**src/sv/kce_pkg.sv**
```systemverilog
// Shared constants and types for the keypad calculator engine.
// No dependencies; used by kce_mdu and keypad_calculator_engine_unit.
package kce_pkg;

  localparam int W = 48;   // value width
  localparam int F = 16;   // fraction bits

  typedef enum logic [1:0] {
    REQ_DIGIT = 2'd0,
    REQ_OP    = 2'd1,
    REQ_EQ    = 2'd2,
    REQ_CLR   = 2'd3
  } req_e;

  typedef enum logic [1:0] {
    OP_ADD = 2'd0,
    OP_SUB = 2'd1,
    OP_MUL = 2'd2,
    OP_DIV = 2'd3
  } op_e;

  typedef struct packed {
    logic start;
    logic is_div;
  } kce_cmd_t;

  typedef struct packed {
    logic done;
    logic sat;
  } kce_sts_t;

endpackage

```
**src/sv/kce_mdu.sv**
```systemverilog
// Bit-serial fixed point multiply / divide unit with saturation.
// Depends on kce_pkg.
module kce_mdu (
  input  logic                      clk_i,
  input  logic                      rst_ni,
  input  kce_pkg::kce_cmd_t         cmd_i,
  input  logic [kce_pkg::W-1:0]     a_i,
  input  logic [kce_pkg::W-1:0]     b_i,
  output logic [kce_pkg::W-1:0]     res_o,
  output kce_pkg::kce_sts_t         sts_o
);
  import kce_pkg::*;

  localparam int NB = W + F;
  localparam int CW = $clog2(NB + 1);
  localparam logic [1:0] U_IDLE = 2'd0;
  localparam logic [1:0] U_RUN  = 2'd1;
  localparam logic [1:0] U_FIN  = 2'd2;

  logic [1:0]     st_q, st_d;
  logic [CW-1:0]  cnt_q, cnt_d;
  logic           neg_q, neg_d, div_q, div_d;
  logic [W-1:0]   xa_q, xa_d;
  logic [NB-1:0]  sh_q, sh_d;
  logic [2*W-1:0] acc_q, acc_d;
  logic [W-1:0]   rem_q, rem_d;
  logic [NB-1:0]  quo_q, quo_d;
  logic [W-1:0]   res_q, res_d;
  logic           sat_q, sat_d, done_q, done_d;

  logic [W-1:0]   mag_a, mag_b;
  logic [W:0]     msum, r2, rdiff;
  logic           ge, last;
  logic [W-1:0]   lo, lim;
  logic           hi;

  assign mag_a = a_i[W-1] ? (~a_i + W'(1)) : a_i;
  assign mag_b = b_i[W-1] ? (~b_i + W'(1)) : b_i;

  assign msum  = {1'b0, acc_q[2*W-1:W]} + (sh_q[0] ? {1'b0, xa_q} : {(W+1){1'b0}});
  assign r2    = {rem_q, sh_q[NB-1]};
  assign rdiff = r2 - {1'b0, xa_q};
  assign ge    = (r2 >= {1'b0, xa_q});
  assign last  = div_q ? (cnt_q == CW'(NB - 1)) : (cnt_q == CW'(W - 1));

  always_comb begin
    // product P >> F, or quotient; overflow if anything sits above W bits
    if (div_q) begin
      lo = quo_q[W-1:0];
      hi = |quo_q[NB-1:W];
    end else begin
      lo = acc_q[F+W-1:F];
      hi = |acc_q[2*W-1:F+W];
    end
    lim = neg_q ? {1'b1, {(W-1){1'b0}}} : {1'b0, {(W-1){1'b1}}};
  end

  always_comb begin
    st_d   = st_q;
    cnt_d  = cnt_q;
    neg_d  = neg_q;
    div_d  = div_q;
    xa_d   = xa_q;
    sh_d   = sh_q;
    acc_d  = acc_q;
    rem_d  = rem_q;
    quo_d  = quo_q;
    res_d  = res_q;
    sat_d  = sat_q;
    done_d = 1'b0;
    case (st_q)
      U_IDLE: begin
        if (cmd_i.start) begin
          st_d  = U_RUN;
          cnt_d = '0;
          neg_d = a_i[W-1] ^ b_i[W-1];
          div_d = cmd_i.is_div;
          acc_d = '0;
          rem_d = '0;
          quo_d = '0;
          if (cmd_i.is_div) begin
            xa_d = mag_b;
            sh_d = {mag_a, {F{1'b0}}};
          end else begin
            xa_d = mag_a;
            sh_d = NB'(mag_b);
          end
        end
      end
      U_RUN: begin
        cnt_d = cnt_q + CW'(1);
        if (div_q) begin
          rem_d = ge ? rdiff[W-1:0] : r2[W-1:0];
          quo_d = {quo_q[NB-2:0], ge};
          sh_d  = {sh_q[NB-2:0], 1'b0};
        end else begin
          acc_d = {msum, acc_q[W-1:1]};
          sh_d  = {1'b0, sh_q[NB-1:1]};
        end
        if (last) st_d = U_FIN;
      end
      U_FIN: begin
        if (hi || (lo > lim)) begin
          sat_d = 1'b1;
          res_d = neg_q ? (~lim + W'(1)) : lim;
        end else begin
          sat_d = 1'b0;
          res_d = neg_q ? (~lo + W'(1)) : lo;
        end
        done_d = 1'b1;
        st_d   = U_IDLE;
      end
      default: st_d = U_IDLE;
    endcase
  end

  always_ff @(posedge clk_i or negedge rst_ni) begin
    if (!rst_ni) begin
      st_q   <= U_IDLE;
      done_q <= 1'b0;
    end else begin
      st_q   <= st_d;
      done_q <= done_d;
    end
  end

  always_ff @(posedge clk_i) begin
    cnt_q <= cnt_d;
    neg_q <= neg_d;
    div_q <= div_d;
    xa_q  <= xa_d;
    sh_q  <= sh_d;
    acc_q <= acc_d;
    rem_q <= rem_d;
    quo_q <= quo_d;
    res_q <= res_d;
    sat_q <= sat_d;
  end

  assign res_o     = res_q;
  assign sts_o.done = done_q;
  assign sts_o.sat  = sat_q;

`ifndef SYNTH
  a_start_idle: assert property (@(posedge clk_i) disable iff (!rst_ni)
    cmd_i.start |-> st_q == U_IDLE) else $error("mdu started while busy");
  a_done_after_fin: assert property (@(posedge clk_i) disable iff (!rst_ni)
    st_q == U_FIN |=> done_q && st_q == U_IDLE) else $error("mdu finish lost");
  a_cnt_bound: assert property (@(posedge clk_i) disable iff (!rst_ni)
    st_q == U_RUN |-> cnt_q < CW'(NB)) else $error("mdu count overrun");
`endif

endmodule

```
**src/sv/keypad_calculator_engine_unit.sv**
```systemverilog
// Top level of the keypad calculator engine: key decode, state, add/sub, output word.
// Depends on kce_pkg and kce_mdu.
//
// One key word in, one display word out. A digit that starts a new entry, clear,
// add, subtract and operator or equals keys that apply nothing pass from S_IDLE
// through S_OUT to the output register; a digit that appends to the entry passes
// S_WAIT before S_OUT. A pending multiply, or a divide by a nonzero value, waits in
// S_WAIT for the bit-serial multiply/divide unit, which retires one bit per cycle. A new key is
// taken once the previous word has reached the output register, even while that
// word still waits there.
module keypad_calculator_engine_unit (
  input  logic                        clk_i,
  input  logic                        rst_ni,
  input  logic                        in_valid_i,
  output logic                        in_stall_o,
  input  logic [1:0]                  req_type_i,
  input  logic [3:0]                  digit_i,
  input  logic [1:0]                  op_code_i,
  output logic                        out_valid_o,
  input  logic                        out_stall_i,
  output logic signed [kce_pkg::W-1:0] display_value_o,
  output logic                        is_whole_o,
  output logic                        saturated_o
);
  import kce_pkg::*;

  localparam int XW = W + 4;
  localparam logic [1:0] S_IDLE = 2'd0;
  localparam logic [1:0] S_WAIT = 2'd1;
  localparam logic [1:0] S_OUT  = 2'd2;
  localparam logic signed [XW-1:0] VMAX_X = {5'b00000, {(W-1){1'b1}}};
  localparam logic signed [XW-1:0] VMIN_X = {5'b11111, {(W-1){1'b0}}};
  localparam logic [W-1:0] VMAX = {1'b0, {(W-1){1'b1}}};
  localparam logic [W-1:0] VMIN = {1'b1, {(W-1){1'b0}}};

  // returns {overflow, clamped sum}
  function automatic logic [W:0] sat_add(input logic [W-1:0] a, input logic [W-1:0] b);
    logic [W:0] s;
    s = {a[W-1], a} + {b[W-1], b};
    if (s[W] != s[W-1]) sat_add = {1'b1, s[W] ? VMIN : VMAX};
    else                sat_add = {1'b0, s[W-1:0]};
  endfunction

  // returns {overflow, clamped difference}
  function automatic logic [W:0] sat_sub(input logic [W-1:0] a, input logic [W-1:0] b);
    logic [W:0] s;
    s = {a[W-1], a} - {b[W-1], b};
    if (s[W] != s[W-1]) sat_sub = {1'b1, s[W] ? VMIN : VMAX};
    else                sat_sub = {1'b0, s[W-1:0]};
  endfunction

  logic [1:0]   st_q, st_d;
  logic [W-1:0] cur_q, cur_d, sto_q, sto_d;
  logic         pv_q, pv_d, sne_q, sne_d, sat_q, sat_d;
  logic [1:0]   pop_q, pop_d, req_q, req_d, op_q, op_d;
  logic         ov_q;
  logic [W-1:0] dv_q;
  logic [W-1:0] outv_q;
  logic         outw_q, outs_q;

  kce_cmd_t     cmd;
  kce_sts_t     sts;
  logic [W-1:0] mdu_res;

  logic         acc_in, apply, slot_free;
  logic signed [XW-1:0] cw, tw, dvw;
  logic [W-1:0] dv, t10;
  logic         dsat, tsat;
  logic [W:0]   addr, subr, dgr;

  assign acc_in    = in_valid_i && !in_stall_o;
  assign in_stall_o = (st_q != S_IDLE);
  assign slot_free = !out_valid_o || !out_stall_i;
  assign apply     = pv_q && !sne_q;

  // digit path
  always_comb begin
    dvw  = XW'(digit_i) <<< F;
    dsat = dvw > VMAX_X;
    dv   = dsat ? VMAX : dvw[W-1:0];
    cw   = {{4{cur_q[W-1]}}, cur_q};
    tw   = (cw <<< 3) + (cw <<< 1);
    tsat = (tw > VMAX_X) || (tw < VMIN_X);
    t10  = (tw > VMAX_X) ? VMAX : ((tw < VMIN_X) ? VMIN : tw[W-1:0]);
  end

  assign addr = sat_add(sto_q, cur_q);
  assign subr = sat_sub(sto_q, cur_q);
  assign dgr  = sat_add(dv_q, t10);

  always_comb begin
    st_d  = st_q;
    cur_d = cur_q;
    sto_d = sto_q;
    pv_d  = pv_q;
    sne_d = sne_q;
    pop_d = pop_q;
    sat_d = sat_q;
    req_d = req_q;
    op_d  = op_q;
    cmd   = '0;
    case (st_q)
      S_IDLE: begin
        if (acc_in) begin
          req_d = req_type_i;
          op_d  = op_code_i;
          sat_d = 1'b0;
          st_d  = S_OUT;
          case (req_type_i)
            REQ_DIGIT: begin
              if (sne_q) begin
                cur_d = dv;
                sat_d = dsat;
                sne_d = 1'b0;
              end else begin
                // append finishes next cycle through dv_q / ov_q
                st_d = S_WAIT;
              end
            end
            REQ_OP, REQ_EQ: begin
              if (req_type_i == REQ_OP || pv_q) begin
                if (apply && (pop_q == OP_MUL || (pop_q == OP_DIV && cur_q != '0))) begin
                  cmd.start  = 1'b1;
                  cmd.is_div = (pop_q == OP_DIV);
                  st_d       = S_WAIT;
                end else begin
                  if (apply && pop_q == OP_ADD) begin
                    cur_d = addr[W-1:0];
                    sat_d = addr[W];
                  end else if (apply && pop_q == OP_SUB) begin
                    cur_d = subr[W-1:0];
                    sat_d = subr[W];
                  end
                  sto_d = cur_d;
                  sne_d = 1'b1;
                  pv_d  = (req_type_i == REQ_OP);
                  pop_d = (req_type_i == REQ_OP) ? op_code_i : OP_ADD;
                end
              end
            end
            REQ_CLR: begin
              cur_d = '0;
              sto_d = '0;
              pv_d  = 1'b0;
              pop_d = OP_ADD;
              sne_d = 1'b1;
            end
            default: ;
          endcase
        end
      end
      S_WAIT: begin
        if (req_q == REQ_DIGIT) begin
          cur_d = dgr[W-1:0];
          sat_d = ov_q | dgr[W];
          st_d  = S_OUT;
        end else if (sts.done) begin
          cur_d = mdu_res;
          sat_d = sts.sat;
          sto_d = mdu_res;
          sne_d = 1'b1;
          pv_d  = (req_q == REQ_OP);
          pop_d = (req_q == REQ_OP) ? op_q : OP_ADD;
          st_d  = S_OUT;
        end
      end
      S_OUT: begin
        if (slot_free) st_d = S_IDLE;
      end
      default: st_d = S_IDLE;
    endcase
  end

  kce_mdu u_mdu (
    .clk_i  (clk_i),
    .rst_ni (rst_ni),
    .cmd_i  (cmd),
    .a_i    (sto_q),
    .b_i    (cur_q),
    .res_o  (mdu_res),
    .sts_o  (sts)
  );

  always_ff @(posedge clk_i or negedge rst_ni) begin
    if (!rst_ni) begin
      st_q        <= S_IDLE;
      cur_q       <= '0;
      sto_q       <= '0;
      pv_q        <= 1'b0;
      sne_q       <= 1'b1;
      pop_q       <= OP_ADD;
      sat_q       <= 1'b0;
      out_valid_o <= 1'b0;
    end else begin
      st_q  <= st_d;
      cur_q <= cur_d;
      sto_q <= sto_d;
      pv_q  <= pv_d;
      sne_q <= sne_d;
      pop_q <= pop_d;
      sat_q <= sat_d;
      if (st_q == S_OUT && slot_free) out_valid_o <= 1'b1;
      else if (!out_stall_i)          out_valid_o <= 1'b0;
    end
  end

  always_ff @(posedge clk_i) begin
    req_q <= req_d;
    op_q  <= op_d;
    if (acc_in) begin
      dv_q <= dv;
      ov_q <= dsat | tsat;
    end
    if (st_q == S_OUT && slot_free) begin
      outv_q <= cur_q;
      outw_q <= (cur_q[F-1:0] == '0);
      outs_q <= sat_q;
    end
  end

  assign display_value_o = outv_q;
  assign is_whole_o      = outw_q;
  assign saturated_o     = outs_q;

`ifndef SYNTH
  a_start_on_accept: assert property (@(posedge clk_i) disable iff (!rst_ni)
    cmd.start |-> acc_in) else $error("mdu start without accepted word");
  a_done_in_wait: assert property (@(posedge clk_i) disable iff (!rst_ni)
    sts.done |-> st_q == S_WAIT) else $error("mdu result with nobody waiting");
  a_out_load: assert property (@(posedge clk_i) disable iff (!rst_ni)
    st_q == S_OUT && slot_free |=> out_valid_o && st_q == S_IDLE)
    else $error("output word not loaded");
  a_clear: assert property (@(posedge clk_i) disable iff (!rst_ni)
    acc_in && req_type_i == REQ_CLR |=> cur_q == '0 && sne_q && !pv_q)
    else $error("clear did not reset state");
`endif

endmodule
```
**config.mk**
```make
export PLATFORM = sky130hd
export DESIGN_NAME = keypad_calculator_engine_unit
export DESIGN_NICKNAME = d
export VERILOG_FILES = /design/src/sv/kce_pkg.sv /design/src/sv/kce_mdu.sv /design/src/sv/keypad_calculator_engine_unit.sv
export SDC_FILE = /design/constraint.sdc
export NUM_CORES = 2
export LEC_CHECK = 0
export BUFFER_PORTS_ARGS = -buffer_cell sky130_fd_sc_hd__buf_2
export CAP_MARGIN = 20
export CORE_MARGIN = 5
export CORE_UTILIZATION = 25
export DETAILED_ROUTE_END_ITERATION = 16
export GPL_ROUTABILITY_DRIVEN = 0
export RECOVER_POWER = 25
export SLEW_MARGIN = 20
export SYNTH_ARGS = -nofsm -noshare
export SYNTH_HDL_FRONTEND = slang
export SYNTH_SLANG_ARGS = --single-unit
```
**constraint.sdc**
```tcl
create_clock -name clk_i -period 12.3 [get_ports clk_i]
set_input_delay 1.23 -clock clk_i [delete_from_list [all_inputs] [get_ports clk_i]]
set_output_delay 1.23 -clock clk_i [all_outputs]
set_load 0.005 [all_outputs]
```
======== Word level (Yosys, flattened, before mapping) ========
Index checks and enable logic that the tools add are counted.
cells by class
  $lt $le $gt $ge ......................... 5
  multiplexer cells ....................... 104
  equality and inequality tests ........... 30
  $add $sub $neg .......................... 11
  bitwise logic cells ..................... 7
  reductions and logical operators ........ 40
operators with widths
  operator                                                                count
  48-bit two-way mux                                                      27
  48-bit case mux with 2 select lines                                     4
  64-bit two-way mux                                                      5
  64-bit case mux with 2 select lines                                     2
  48-bit by 1-bit adder with 48-bit output, second input constant         4
  96-bit two-way mux                                                      2
  48-bit inverter                                                         4
  96-bit case mux with 2 select lines                                     1
  49-bit two-way mux                                                      3
  48-bit case mux with 3 select lines                                     1
  48-bit by 48-bit adder with 49-bit output                               2
  51-bit by 49-bit adder with 52-bit output                               1
  52-bit by 48-bit > comparator with 1-bit output, second input constant  1
  52-bit by 48-bit < comparator with 1-bit output, second input constant  1
  48-bit by 49-bit adder with 49-bit output                               1
  49-bit by 48-bit >= comparator with 1-bit output                        1
  48-bit by 48-bit subtractor with 49-bit output                          1
  48-bit > comparator                                                     1
  48-bit nonzero test                                                     1
  48-bit subtractor                                                       1
  20-bit by 47-bit > comparator with 1-bit output, second input constant  1
  47-bit two-way mux                                                      1
  2-bit two-way mux                                                       21
  32-bit OR reduction                                                     1
  31 further kinds                                                        109
word-level totals
  output and inout bits ................... 52
  logic and storage cells ................. 224
  input port bits ......................... 12
  register bits ........................... 587

======== Depth between registers and ports, before layout ========
  word-level depth ........................ 12
  mapped depth ............................ 29
  depth with buffers taken out ............ 24

======== Cells and area by module ========
Synthesis repeated with hierarchy kept, for this count alone.
unflattened totals
  cells, all modules ...................... 5100
  area, all modules ....................... 44350.0 sq um
modules (own cells, without submodules)
  module                         area each (sq um)  sequential area each (sq um)  times used  cells each
  kce_mdu                        25779.7            10945.5                       1           2666
  keypad_calculator_engine_unit  18570.3            4375.4                        1           2434

======== Worst setup path after synthesis ========
OpenSTA, ideal clock, no wires.
  path kind ............................... reg2reg
  start ................................... register u_mdu.div_q
  end ..................................... register u_mdu.acc_q[16], enable pin
  path buffers ............................ 9
  library setup time ...................... 0.629 ns
  period minus slack after synthesis ...... 8.791 ns
  data arrival time ....................... 8.162 ns
  setup slack ............................. 3.509 ns
  required time ........................... 11.671 ns
  cell stages (with the launch flop) ...... 11
  cell sequence ........................... edfxtp_1 -> buf_2 -> buf_2 -> buf_2 -> buf_1 -> clkbuf_1 -> clkbuf_1 -> clkbuf_1 -> clkbuf_1 -> buf_1 -> o21ai_0
on the way
  cells in the longest elaborated chain, start to end .. 2
ends and longest elaborated chain
  item                                  RTL line        source
  start, declared                       kce_mdu.sv:22   logic neg_q, neg_d, div_q, div_d;
  start signal, assigned                kce_mdu.sv:130  div_q <= div_d;
  2-bit != test (no source line)        n/a
  3-bit AND reduction (no source line)  n/a
  end signal, assigned                  kce_mdu.sv:133  acc_q <= acc_d;
  end, declared                         kce_mdu.sv:25   logic [2*W-1:0] acc_q, acc_d;
Every way passes these cells.
A chain may end at the register's enable or synchronous reset.

======== Worst setup path in the final report ========
  start ................................... register cur_q[47]
  end ..................................... register cur_q[16]
on the way
  cells in the longest elaborated chain, start to end .. 10
  elaborated cells between the ends (all ways) .. 31
  those cells by class .................... 4 x add/sub; 2 x order compare; 4 x eq/ne; 16 x mux; 5 x reduce/logical
ends and longest elaborated chain
  item                                                                                                RTL line                              source
  start, declared                                                                                     keypad_calculator_engine_unit.sv:53   logic [W-1:0] cur_q, cur_d, sto_q, sto_d;
  start signal, assigned                                                                              keypad_calculator_engine_unit.sv:196  cur_q <= cur_d;
  parallel branches: the longest is 10 deep, another holds 51-bit by 49-bit adder with 52-bit output  n/a
Parallel ways; which one is timed is not known. The select of a mux whose other input is x is not followed.

==> metrics <==
hold path start u_mdu.cnt_q[6]; sequential group share of total power 0.244; Vias 39,647; Root Driver clkbuf_16; cts bufs inserted 67; status finished, violations left; Sw Share 0.5051; post-synthesis cell type count 99; Post-synth EDFFs 421; CP endpoint kind flop; layout net count 5,219; synthesized net count 5,306; gr usage total 0.1626; Syn-to-layout area delta 11.55%; port buffer count 63; clock share of power 0.158; Comb power frac 0.598; post-cts resize count 0; Post-CTS Setup Bufs 0; H-tree Lvls 3; Top Ports 64; Final Max Tran Viols 410; Core Box Area 173,600 um2; First DRT Iteration DRCs 4,115; cts hold-fix bufs 0; Synth Instances 4,988; skew final 0.03410 ns; critical path startpoint cur_q[47]; pre-CTS setup slack 4.654 ns; normalized max-slew margin -1.588; total grt overflow 0; CP Data Required Time 12.86 ns; Clock Latency Late Sink 0.65 ns; pin count of the biggest net entering global routing 78; Die H 427.6 um; synthesized area per cell 8.742 um2; post-route minimum period 9.554 ns; sw power 6.549 mW; DRC 0; Post-Route WL 155.1 mm; CP Cell Sequence clkbuf_1 -> ha_1 -> and3_1 -> a221oi_1 -> o221a_2 -> o31ai_2 -> and4b_1 -> a31oi_2 -> buf_4 -> o21ai_0 -> ha_1 -> a21o_1 -> a21oi_1 -> inv_1 -> a21oi_1 -> a21o_1 -> a221oi_1 -> o211a_1 -> and4_1 -> a21boi_2 -> a311o_1 -> a2bb2oi_1; num rows 153; CTS tree yes; first-pass GRT wire length 231.9 mm; Max Clk Rate 104.7 MHz; synth warn 0; clk slew on worst S/H paths 0.06 ns; drt via density 5.442; maximum net fanout on the critical path 75; initial core utilization 0.2511; vias in the first global route 37,381; drt first pass iters 7; WHS 0.4931 ns; CTS sink count 528; Finish-stage setup viols 0; post-detail-place hpwl 117.0 mm; wire per inst 21.29 um; RSZ-0062 raised after global routing no; fin crit share 0.7768; LEAKAGE 18.90 nW; Synth Register Bits 528; layout cell share with drive strength beyond 1 0.06579; commonest non-fill, non-tap cell in the layout a21oi_1; Worst VDD drop 0.0001327 V; ANT nets after route 0; Post-Syn Area 43,610 um2; Finished Layout Cells 7,286; commonest non-fill, non-tap cells in the layout a21oi_1, edfxtp_1, nor2_1; final setup margin 2.746 ns; worst slew pin tran 3.882 ns; clk buf depth 3; CP startpoint kind flop; max-cap violations 8; pwr dens 266.6 nW/um2; reg-to-reg startpoint cur_q[47]; Int Power 6.417 mW; chip width 427.6 um; Inst Count DP 7,157; sequential area share after synthesis 0.3513; cell at the slowest stage of the critical path clkbuf_1; worst min path class flop to flop; asr flop ratio synth 0.2027; Sum Neg Setup Slack 0 ns; crit path DAT 10.12 ns; failing checks max-capacitance violations, max-slew violations; kind of critical path flop to flop; initial antenna violation count 6; DIE AREA 182,900 um2; most common flop cell mapped by yosys edfxtp_1; CP peak stage delay 2.72 ns; Fin. Hold Viols 0
[flip-flops by register name, indices dropped and copies added, names as in the netlist, 4 cells and up]
register / cells
u_mdu.acc_q: 80
u_mdu.sh_q: 64
u_mdu.rem_q: 48
u_mdu.quo_q: 64
u_mdu.xa_q: 48
u_mdu.res_o: 48
cur_q: 48
u_mdu.cnt_q: 7
sto_q: 48
display_value_o: 48
dv_q: 4
[area by class of cell]
type	count	area [um2]
tap	2325	2909
inverter	225	844.6
sequential	528	15320
timing repair buffer	127	757.0
multi-input combinational	3952	26530
fill	18431	125000
clock inverter	37	426.7
clock buffer	86	1841
antenna	6	15.01
[metrics by stage]
step	instance area, um2	total power, mW	util
after floorplan	43610	8.176	-
after global routing	48630	13.64	0.2801
after CTS	48680	12.71	0.2803
final	48640	12.97	0.2802
after detailed placement	46410	10.60	0.2673
after global placement	46410	10.55	0.2673
[cell usage after synthesis (15+ instances only)]
library cell  count  share of area
a21oi_1         484          0.056
edfxtp_1        421           0.29
nor2_1          411          0.035
nand2_1         367          0.032
o21ai_0         318          0.036
ha_1            300          0.086
clkbuf_1        253          0.022
inv_1           220          0.019
xnor2_1         216          0.043
and2_1          171          0.025
mux2i_1         140          0.032
nand3_1         109          0.013
xor2_1          109          0.022
dfrtp_1         106          0.061
a21o_1          100          0.017
nor3_1           96          0.011
a211oi_1         80          0.014
o21ai_1          63         0.0072
nand2b_1         58         0.0083
o21bai_1         57         0.0098
o31ai_1          57         0.0098
nor2b_1          49         0.0070
o22ai_1          49         0.0070
a22oi_1          47         0.0081
nand4_1          46         0.0066
a31oi_1          45         0.0065
o21a_1           40         0.0069
or3_1            40         0.0057
mux2_2           39          0.010
nor4_1           37         0.0053
o211ai_1         32         0.0055
and3_1           26         0.0037
o221ai_1         26         0.0052
a2111oi_0        23         0.0046
or4_1            22         0.0038
nor3b_1          20         0.0034
o41ai_1          20         0.0040
a32oi_1          19         0.0038
a221oi_1         18         0.0036
buf_1            15         0.0013
or2_2            15         0.0022
[layer usage]
layer / part of all wire / GRT usage / vias to the layer above
met5: 0.000090 / 0 / -
met4: 0.061 / 0.08564 / 2
met3: 0.10 / 0.03792 / 381
li1: - / - / 18301
met1: 0.41 / 0.2147 / 18985
met2: 0.42 / 0.2468 / 1978
[path summary, 6_finish.rpt]
kind,to,slack (ns),cells past startpoint
setup / recovery,cur_q[16],2.75,22
hold / removal,u_mdu.st_q[1],0.49,1
setup reg to reg,cur_q[16],2.75,22
hold reg to reg,u_mdu.st_q[1],0.49,1
max in group asynchronous,pop_q[0],6.18,2
min in group asynchronous,sto_q[41],1.43,1
[critical path, delay by kind of cell (launching register included)]
family                   cells  cell delay, ns
flip-flops                   1            0.35
AND/OR/NAND/NOR              3            0.89
AO/OA/AOI/OAI               14            4.01
buffers and inverters        3            3.14
adder cells (fa/ha/maj)      2            1.06
[cells by family (layout without fill, tap and decap cells)]
group | after synthesis | count (layout) | synth area share
flops | 528 | 528 | 0.3513
buf+inv | 508 | 475 | 0.04416
compound gates | 1618 | 1618 | 0.2353
other cells | 0 | 6 | 0
fa+ha+maj | 306 | 306 | 0.08883
simple gates | 1523 | 1523 | 0.1726
xor+xnor | 325 | 325 | 0.06528
mux | 180 | 180 | 0.04247
[power groups by stage]
stage | clock network (mW) | registers (mW) | logic, mW
6_report | 2.05 | 3.17 | 7.75
5_1_grt | 2.16 | 3.19 | 8.29
4_1_cts | 2.09 | 3.14 | 7.48
3_5_place_dp | 0 | 3.17 | 7.43
3_3_place_gp | 0 | 3.16 | 7.39
2_1_floorplan | 0 | 2.92 | 5.26
Power figures use the tool's default switching activity.
